===== config.mk =====
export PLATFORM = sky130hd
export DESIGN_NAME = ccl_chan_norm
export DESIGN_NICKNAME = d
export VERILOG_FILES = /design/src/hw/rtl/ccl_pkg.sv /design/src/hw/rtl/ccl_chan_norm.sv
export SDC_FILE = /design/constraint.sdc
export NUM_CORES = 1
export LEC_CHECK = 0
export BUFFER_PORTS_ARGS = -buffer_cell sky130_fd_sc_hd__buf_2
export CORE_ASPECT_RATIO = 0.9
export CORE_MARGIN = 2
export CORE_UTILIZATION = 60
export DETAILED_ROUTE_END_ITERATION = 10
export PLACE_DENSITY_LB_ADDON = 0.2
export SYNTH_ARGS = -nofsm -noshare
export SYNTH_HDL_FRONTEND = slang
export SYNTH_SLANG_ARGS = --single-unit

===== constraint.sdc =====
create_clock -name i_clk -period 9.6 [get_ports i_clk]
set_input_delay 0.96 -clock i_clk [delete_from_list [all_inputs] [get_ports i_clk]]
set_output_delay 0.96 -clock i_clk [all_outputs]
set_load 0.005 [all_outputs]

===== src/hw/rtl/ccl_pkg.sv =====
// Shared types, constants and helper functions of the color cube pixel classifier.
package ccl_pkg;

    // Cube geometry and level range.
    localparam int NODES       = 16;
    localparam int LEVELS      = 256;
    localparam int NODE_BITS   = 4;
    localparam int LEVEL_BITS  = 8;
    localparam int INDEX_BITS  = 3 * NODE_BITS;
    localparam int TABLE_DEPTH = NODES * NODES * NODES;

    localparam logic [LEVEL_BITS-1:0] LEVEL_MAX = LEVEL_BITS'(LEVELS - 1);
    localparam logic [NODE_BITS-1:0]  NODE_MAX  = NODE_BITS'(NODES - 1);

    // Pipeline depth: input register, five normalize stages, node stage, table read.
    localparam int NUM_STAGES = 8;

    // Configuration port geometry.
    localparam int CFG_IDX_BITS  = 3;
    localparam int CFG_DATA_BITS = 8;

    // Configuration register indexes.
    localparam logic [CFG_IDX_BITS-1:0] CFG_DYNAMIC_MODE = 3'd0;
    localparam logic [CFG_IDX_BITS-1:0] CFG_MIN_LEVEL    = 3'd1;
    localparam logic [CFG_IDX_BITS-1:0] CFG_LEVEL_SPAN   = 3'd2;
    localparam logic [CFG_IDX_BITS-1:0] CFG_CLIP_LOW     = 3'd3;
    localparam logic [CFG_IDX_BITS-1:0] CFG_CLIP_HIGH    = 3'd4;
    localparam logic [CFG_IDX_BITS-1:0] CFG_ROUND_BIAS   = 3'd5;

    // Item operation codes.
    localparam logic OP_CLASSIFY = 1'b0;
    localparam logic OP_WRITE    = 1'b1;

    typedef struct packed {
        logic                  op;
        logic [7:0]            red;
        logic [7:0]            green;
        logic [7:0]            blue;
        logic [INDEX_BITS-1:0] entry_index;
        logic [7:0]            distance_value;
        logic [7:0]            threshold_value;
    } t_in_item;

    typedef struct packed {
        logic [7:0] distance;
        logic [7:0] thresholded;
    } t_out_item;

    // Fields of an item that ride alongside the channel datapath.
    typedef struct packed {
        logic                  op;
        logic [INDEX_BITS-1:0] entry_index;
        logic [7:0]            distance_value;
        logic [7:0]            threshold_value;
    } t_side;

    typedef struct packed {
        logic                  dynamic_mode;
        logic [LEVEL_BITS-1:0] min_level;
        logic [LEVEL_BITS-1:0] level_span;
        logic [LEVEL_BITS-1:0] clip_low;
        logic [LEVEL_BITS-1:0] clip_high;
        logic [NODE_BITS-1:0]  round_bias;
    } t_cfg;

    // Per-stage advance enables of the pipeline.
    typedef struct packed {
        logic [NUM_STAGES-1:0] en;
    } t_pipe_ctl;

    // One restoring division step: returns the quotient bit over the new remainder.
    function automatic logic [LEVEL_BITS:0] div_step(input logic [LEVEL_BITS-1:0] rem,
                                                     input logic                  nbit,
                                                     input logic [LEVEL_BITS-1:0] den);
        logic [LEVEL_BITS:0] trial;
        logic [LEVEL_BITS:0] diff;
        trial = {rem, nbit};
        diff  = trial - {1'b0, den};
        if (trial >= {1'b0, den}) begin
            return {1'b1, diff[LEVEL_BITS-1:0]};
        end else begin
            return {1'b0, trial[LEVEL_BITS-1:0]};
        end
    endfunction

endpackage


===== src/hw/rtl/ccl_chan_norm.sv =====
// One channel: level normalization by a pipelined divider and node index saturation.
module ccl_chan_norm (
    input  logic                                i_clk,
    input  ccl_pkg::t_pipe_ctl                  i_ctl,
    input  ccl_pkg::t_cfg                       i_cfg,
    input  logic [ccl_pkg::LEVEL_BITS-1:0]      i_chan,
    output logic [ccl_pkg::NODE_BITS-1:0]       o_node
);

    localparam int LB = ccl_pkg::LEVEL_BITS;
    localparam int FIRST_DIV = 2;
    localparam int LAST_DIV  = 5;

    // Stage 1: offset from the base, divisor, early zero and saturate decisions.
    logic [LB-1:0]   base;
    logic [LB-1:0]   diff;
    logic            below;
    logic [LB-1:0]   n_den1;
    logic            n_sat1;
    logic [2*LB-1:0] n_num1;

    logic [2*LB-1:0] r_num1;
    logic [LB-1:0]   r_den1;
    logic            r_zero1;
    logic            r_sat1;

    always_comb begin
        base   = i_cfg.dynamic_mode ? i_cfg.min_level : i_cfg.clip_low;
        below  = i_chan < base;
        diff   = i_chan - base;
        n_den1 = i_cfg.dynamic_mode ? i_cfg.level_span : (i_cfg.clip_high - i_cfg.clip_low);
        n_sat1 = i_cfg.dynamic_mode ? (i_cfg.level_span == '0) : (i_chan >= i_cfg.clip_high);
        // 255 * diff as a shift and a subtract.
        n_num1 = {diff, {LB{1'b0}}} - {{LB{1'b0}}, diff};
    end

    always_ff @(posedge i_clk) begin
        if (i_ctl.en[1]) begin
            r_num1  <= n_num1;
            r_den1  <= n_den1;
            r_zero1 <= below;
            r_sat1  <= n_sat1;
        end
    end

    // Divider stages, two quotient bits per stage.
    logic [LB-1:0] r_rem  [FIRST_DIV:LAST_DIV];
    logic [LB-1:0] r_q    [FIRST_DIV:LAST_DIV];
    logic [LB-1:0] r_nlo  [FIRST_DIV:LAST_DIV];
    logic [LB-1:0] r_den  [FIRST_DIV:LAST_DIV];
    logic          r_zero [FIRST_DIV:LAST_DIV];
    logic          r_sat  [FIRST_DIV:LAST_DIV];

    // Stage 2 also flags a quotient above the level range.
    logic          ovf2;
    logic [LB:0]   step2a;
    logic [LB:0]   step2b;

    always_comb begin
        ovf2   = r_num1[2*LB-1:LB] >= r_den1;
        step2a = ccl_pkg::div_step(r_num1[2*LB-1:LB], r_num1[LB-1], r_den1);
        step2b = ccl_pkg::div_step(step2a[LB-1:0], r_num1[LB-2], r_den1);
    end

    always_ff @(posedge i_clk) begin
        if (i_ctl.en[FIRST_DIV]) begin
            r_rem[FIRST_DIV]  <= step2b[LB-1:0];
            r_q[FIRST_DIV]    <= {step2a[LB], step2b[LB], {(LB-2){1'b0}}};
            r_nlo[FIRST_DIV]  <= r_num1[LB-1:0];
            r_den[FIRST_DIV]  <= r_den1;
            r_zero[FIRST_DIV] <= r_zero1;
            r_sat[FIRST_DIV]  <= r_sat1 | ovf2;
        end
    end

    for (genvar g = FIRST_DIV + 1; g <= LAST_DIV; g++) begin : g_div
        localparam int HI = 2 * (LAST_DIV - g) + 1;
        logic [LB:0]   step_a;
        logic [LB:0]   step_b;
        logic [LB-1:0] q_next;

        always_comb begin
            step_a = ccl_pkg::div_step(r_rem[g-1], r_nlo[g-1][HI], r_den[g-1]);
            step_b = ccl_pkg::div_step(step_a[LB-1:0], r_nlo[g-1][HI-1], r_den[g-1]);
            q_next = r_q[g-1];
            q_next[HI]   = step_a[LB];
            q_next[HI-1] = step_b[LB];
        end

        always_ff @(posedge i_clk) begin
            if (i_ctl.en[g]) begin
                r_rem[g]  <= step_b[LB-1:0];
                r_q[g]    <= q_next;
                r_nlo[g]  <= r_nlo[g-1];
                r_den[g]  <= r_den[g-1];
                r_zero[g] <= r_zero[g-1];
                r_sat[g]  <= r_sat[g-1];
            end
        end
    end

    // Stage 6: final level, rounding offset and node saturation.
    logic [LB-1:0]                  level;
    logic [LB:0]                    level_sum;
    logic [ccl_pkg::NODE_BITS-1:0]  n_node;
    logic [ccl_pkg::NODE_BITS-1:0]  r_node;

    always_comb begin
        if (r_zero[LAST_DIV]) begin
            level = '0;
        end else if (r_sat[LAST_DIV]) begin
            level = ccl_pkg::LEVEL_MAX;
        end else begin
            level = r_q[LAST_DIV];
        end
        level_sum = {1'b0, level} + (LB+1)'(i_cfg.round_bias);
        n_node    = level_sum[LB] ? ccl_pkg::NODE_MAX
                                  : level_sum[LB-1 -: ccl_pkg::NODE_BITS];
    end

    always_ff @(posedge i_clk) begin
        if (i_ctl.en[LAST_DIV+1]) begin
            r_node <= n_node;
        end
    end

    assign o_node = r_node;

endmodule


Word-level counts from Yosys, hierarchy flattened
Memory sizes are Yosys's and may differ from the RTL's.
Cells that the tools add are included.

word-level totals
  output and inout port bits = 4
  input port bits = 54
  logic and storage cells = 57
  register bits after elaboration = 30
  bits in writable memories = 136
  memories = 6

cells by class
  $add $sub $neg = 12
  reduce and logical (&&, ||, !) cells = 1
  magnitude comparators = 11
  muxes and demuxes = 21
  bitwise logic cells = 1

memories
  memory  depth  bits a word  read ports  clocked after memory_dff  write ports  line                 text
  r_den   4      8            3           0                         4            ccl_chan_norm.sv:50  logic [LB-1:0] r_den [FIRST_DIV:LAST_DIV];
  r_nlo   4      8            3           0                         4            ccl_chan_norm.sv:49  logic [LB-1:0] r_nlo [FIRST_DIV:LAST_DIV];
  r_q     4      8            4           0                         4            ccl_chan_norm.sv:48  logic [LB-1:0] r_q [FIRST_DIV:LAST_DIV];
  r_rem   4      8            3           0                         4            ccl_chan_norm.sv:47  logic [LB-1:0] r_rem [FIRST_DIV:LAST_DIV];
  r_sat   4      1            4           0                         4            ccl_chan_norm.sv:52  logic r_sat [FIRST_DIV:LAST_DIV];
  r_zero  4      1            4           0                         4            ccl_chan_norm.sv:51  logic r_zero [FIRST_DIV:LAST_DIV];

operators with widths
  operator                                        number
  8-bit subtractor                                10
  9-bit by 8-bit >= comparator with 1-bit output  8
  9-bit two-way mux                               8
  8-bit two-way mux                               4
  8-bit >= comparator                             2
  16-bit by 8-bit subtractor with 16-bit output   1
  8-bit by 4-bit adder with 9-bit output          1
  1-bit two-way mux                               9
  8-bit zero test                                 1
  8-bit less-than comparator                      1
  1-bit OR                                        1

Logic depth before layout (Yosys ltp)
  depth after elaboration = 4
  mapped depth = 16
  gate-level depth less buffers = 16

Worst setup path after synthesis
Ideal clock, no wire load.

  path kind = flip-flop to flip-flop
  start = mem r_den[3][1] (netlist name)
  end = mem r_rem[4][1] (netlist name) (data pin)
  cell stages (with the launch flop) = 15
  arrival time = 3.945 ns
  path slack = 5.395 ns
  data required time = 9.340 ns
  buffers on the path = 0
  setup time = 0.260 ns
  clock period less this slack = 4.205 ns
  cells stage by stage = edfxtp_1 inv_1 ha_1 nor2b_1 o31a_1 o22a_1 o32ai_2 mux2i_1 ha_1 nor2b_1 o31a_1 o21ai_0 a21oi_1 a211oi_2 mux2_2

RTL lines
  item                line
  start: declaration  ccl_chan_norm.sv:50
  end: declaration    ccl_chan_norm.sv:47

==> results.toml <==
[synthesis]
seq_area_frac_synth_pct = 41.5
yosys_warnings = 0
syn_area_um2 = 8530
avgSynthCellArea_um2 = 11.0
synth_cell_types = 65
synth_edf_count = 118
synthCells = 779
synth_fp_nets = 942
async_flop_share_pct = 0
synthFlopType = "edfxtp_1"
ys_seq_elements = 118

[sta]
skew_ps = 6.82
final_hold_viol_count = 0
timing.final.crit_period_ps = 5020
tightest_slew_ps = 768
finalSetupViolCount = 0
fmax_mhz = 199
drv_slew = 0
fin_crit_sh_pct = 52.3
fin_hold_ws_ps = 415
maxSlewHeadroom_pct = 48.8
rsz0062_at_grt = "false"
tns_ps = 0

[clock_network]
cts_root_buf = "clkbuf_16"
cts_buffers = 17
clk_latency_ps = 410
cts-htree-levels = 4
clkSinkCount = 118
tritoncts = "done"
post-cts-setup-buffers = 0
cts_buffer_depth = 2
cts_resized = 0
postCtsHoldBufs = 0
cts.clk_slew.worst_paths_ps = 50

[route]
drt_iter0_drc = 405
via_per_inst = 5.92
drcViolationCount = 0
detail-route-antenna-nets = 0
route.detailed.wl_per_inst_um = 17.0
drt-total-wl_um = 17900
vias = 6221
drtPass1Iterations = 5

[grt]
grt_max_degree = 27
grt_antenna_before_repair = 0
grt_pass1_wl_um = 28600
track_usage_pct = 24.3
grt-ovfl-total = 0
grt_pass1_vias = 6095

[placement]
port_buffers = 55
gp_congestion = 0.905
placed_cell_area_um2 = 9020
hpwlAfterDp_um = 14000
dp_cells = 1019

[cells_and_area]
fin_nets = 1008
area_delta_synth_final_pct = 12.9
stdcell_area_um2 = 9630
insertedDiodeCount = 0
drive_gt1_share_pct = 17.3
final_common_cell = "edfxtp_1"
final_util_pct = 69.0
final_cell_mix = "edfxtp_1, ha_1, inv_1"
fin_cells = 1050

[power]
switchingPower_mw = 1.22
internal_power_mw = 2.14
ir_worst_vdd_uv = 183
power.share.clock_pct = 19.8
comb_power_share_pct = 54.9
sw_frac_of_total_pct = 36.4
p_seq_share_pct = 25.3
p_per_area_nw_per_um2 = 349
total_leakage_power_nw = 4.07

[critical_path]
start_kind = "flip-flop"
crit_required_ps = 9760
worst-setup-path-type = "reg2reg"
ff2ff_setup_slack_ps = 4580
worstPathArrival_ps = 5170
cp_max_fo = 8
reg2reg_depth = 14
reg2reg_to = "r_rem[4][1]"
crit_end = "r_rem[4][1]"
crit_start = "r_den[3][1]"
crit_path_end_kind = "flip-flop"
r2r-start = "r_den[3][1]"

[floorplan]
start_util_pct = 61.2
die_area_um2 = 15200
rows = 41
core_area_um2 = 14000
die_w_um = 130
pin_count = 58
die_y_um = 117

[run_status]
status = "finished, final reports clean"

[worst_hold_path]
min_path_type = "reg2reg"

[flow_run]
cap_viol_max_count = 0
==> through the flow <==
stage               setup slack, ps  power [mW]
floorplan                      5400        2.29
global placement               4860        2.57
detailed placement             4700        2.67
CTS                            4670        3.35
global route                   4340        3.60
finish                         4580        3.36
==> power groups by stage <==
stage | registers (mW) | clock network (mW) | logic [mW]
after detailed placement | 0.858 | 0 | 1.81
after global placement | 0.851 | 0 | 1.72
after global routing | 0.861 | 0.697 | 2.04
after floorplan | 0.829 | 0 | 1.46
after CTS | 0.850 | 0.673 | 1.83
final | 0.849 | 0.667 | 1.85
==> registers in the layout (all words and copies together) (netlist names) <==
| signal | count |
|---|---|
| r_rem | 24 |
| r_sat1 | 1 |
| r_num1 | 16 |
| r_den | 24 |
| r_sat | 4 |
| r_zero1 | 1 |
| r_zero | 4 |
| r_q | 20 |
| r_nlo | 12 |
| o_node | 4 |
| r_den1 | 8 |
==> cells in the mapped netlist, types with 7 or more instances <==
| cell type | n | area share, % |
|---|---|---|
| a21o_1 | 13 | 1.1 |
| a21oi_1 | 43 | 2.5 |
| and2_1 | 8 | 0.59 |
| edfxtp_1 | 118 | 42 |
| fa_1 | 9 | 2.1 |
| ha_1 | 100 | 15 |
| inv_1 | 88 | 3.9 |
| mux2_2 | 43 | 5.7 |
| mux2i_1 | 19 | 2.2 |
| nand2_1 | 29 | 1.3 |
| nand4_1 | 11 | 0.81 |
| nor2_1 | 42 | 1.8 |
| nor2b_1 | 20 | 1.5 |
| nor3_1 | 23 | 1.3 |
| o21a_1 | 17 | 1.5 |
| o21ai_0 | 36 | 2.1 |
| o21bai_1 | 7 | 0.62 |
| o31a_1 | 8 | 0.82 |
| o31ai_1 | 7 | 0.62 |
| or2_2 | 7 | 0.51 |
| xnor2_1 | 23 | 2.4 |
| xor2_1 | 13 | 1.3 |
==> layout make-up <==
cell class / instances / area (µm²)
multi-input cells: 565 / 4630
clock inverters: 12 / 184
inverters: 88 / 330
flip-flops and latches: 118 / 3540
well taps: 193 / 241
repair buffers: 55 / 275
fillers: 1040 / 4320
clock buffers: 19 / 433
==> worst max-delay path, stage by stage, from the launching register on <==
cell and delay (ps):
edfxtp_1 400, inv_1 210, ha_1 280, nor2b_1 150, o31a_1 320, o22a_1 220
o32ai_2 430, mux2i_1 420, ha_1 320, nor2b_1 160, o31a_1 260, o21ai_0 360
a21oi_1 160, a211oi_2 640, mux2_2 420
==> cells by family (layout without fill, tap and decap cells) <==
logic type                 after synthesis  in the layout  synth area share [%]
muxes                                   62             62                  7.90
DFF                                    118            118                  41.5
and+or+nand+nor                        178            178                  11.1
xor gates and xnor gates                36             36                  3.69
adders and majority gates              109            109                  16.8
buffers and inverters                   96            174                  4.27
AOI/OAI and AO/OA                      180            180                  14.8
==> worst min path at each step <==
stage,startpoint,end,slack [ps],cells after the start
2_1_floorplan,r_num1[0],r_nlo[2][0],400,0
3_3_place_gp,r_q[2][5],r_q[2][13],400,0
3_5_place_dp,r_zero[2][0],r_zero[2][1],400,0
4_1_cts,r_num1[3],r_nlo[2][3],410,0
5_1_grt,r_nlo[2][0],r_nlo[3][0],420,0
6_report,r_num1[3],r_nlo[2][3],420,0
==> metal layers <==
layer,GRT usage (%),vias up,part of all wire (%)
met1,29.3,2983,43
met4,8.32,0,2.3
met2,43.6,163,51
li1,-,3042,-
met5,0,-,0
met3,4.95,33,3.8
Power figures use the tool's default switching activity.
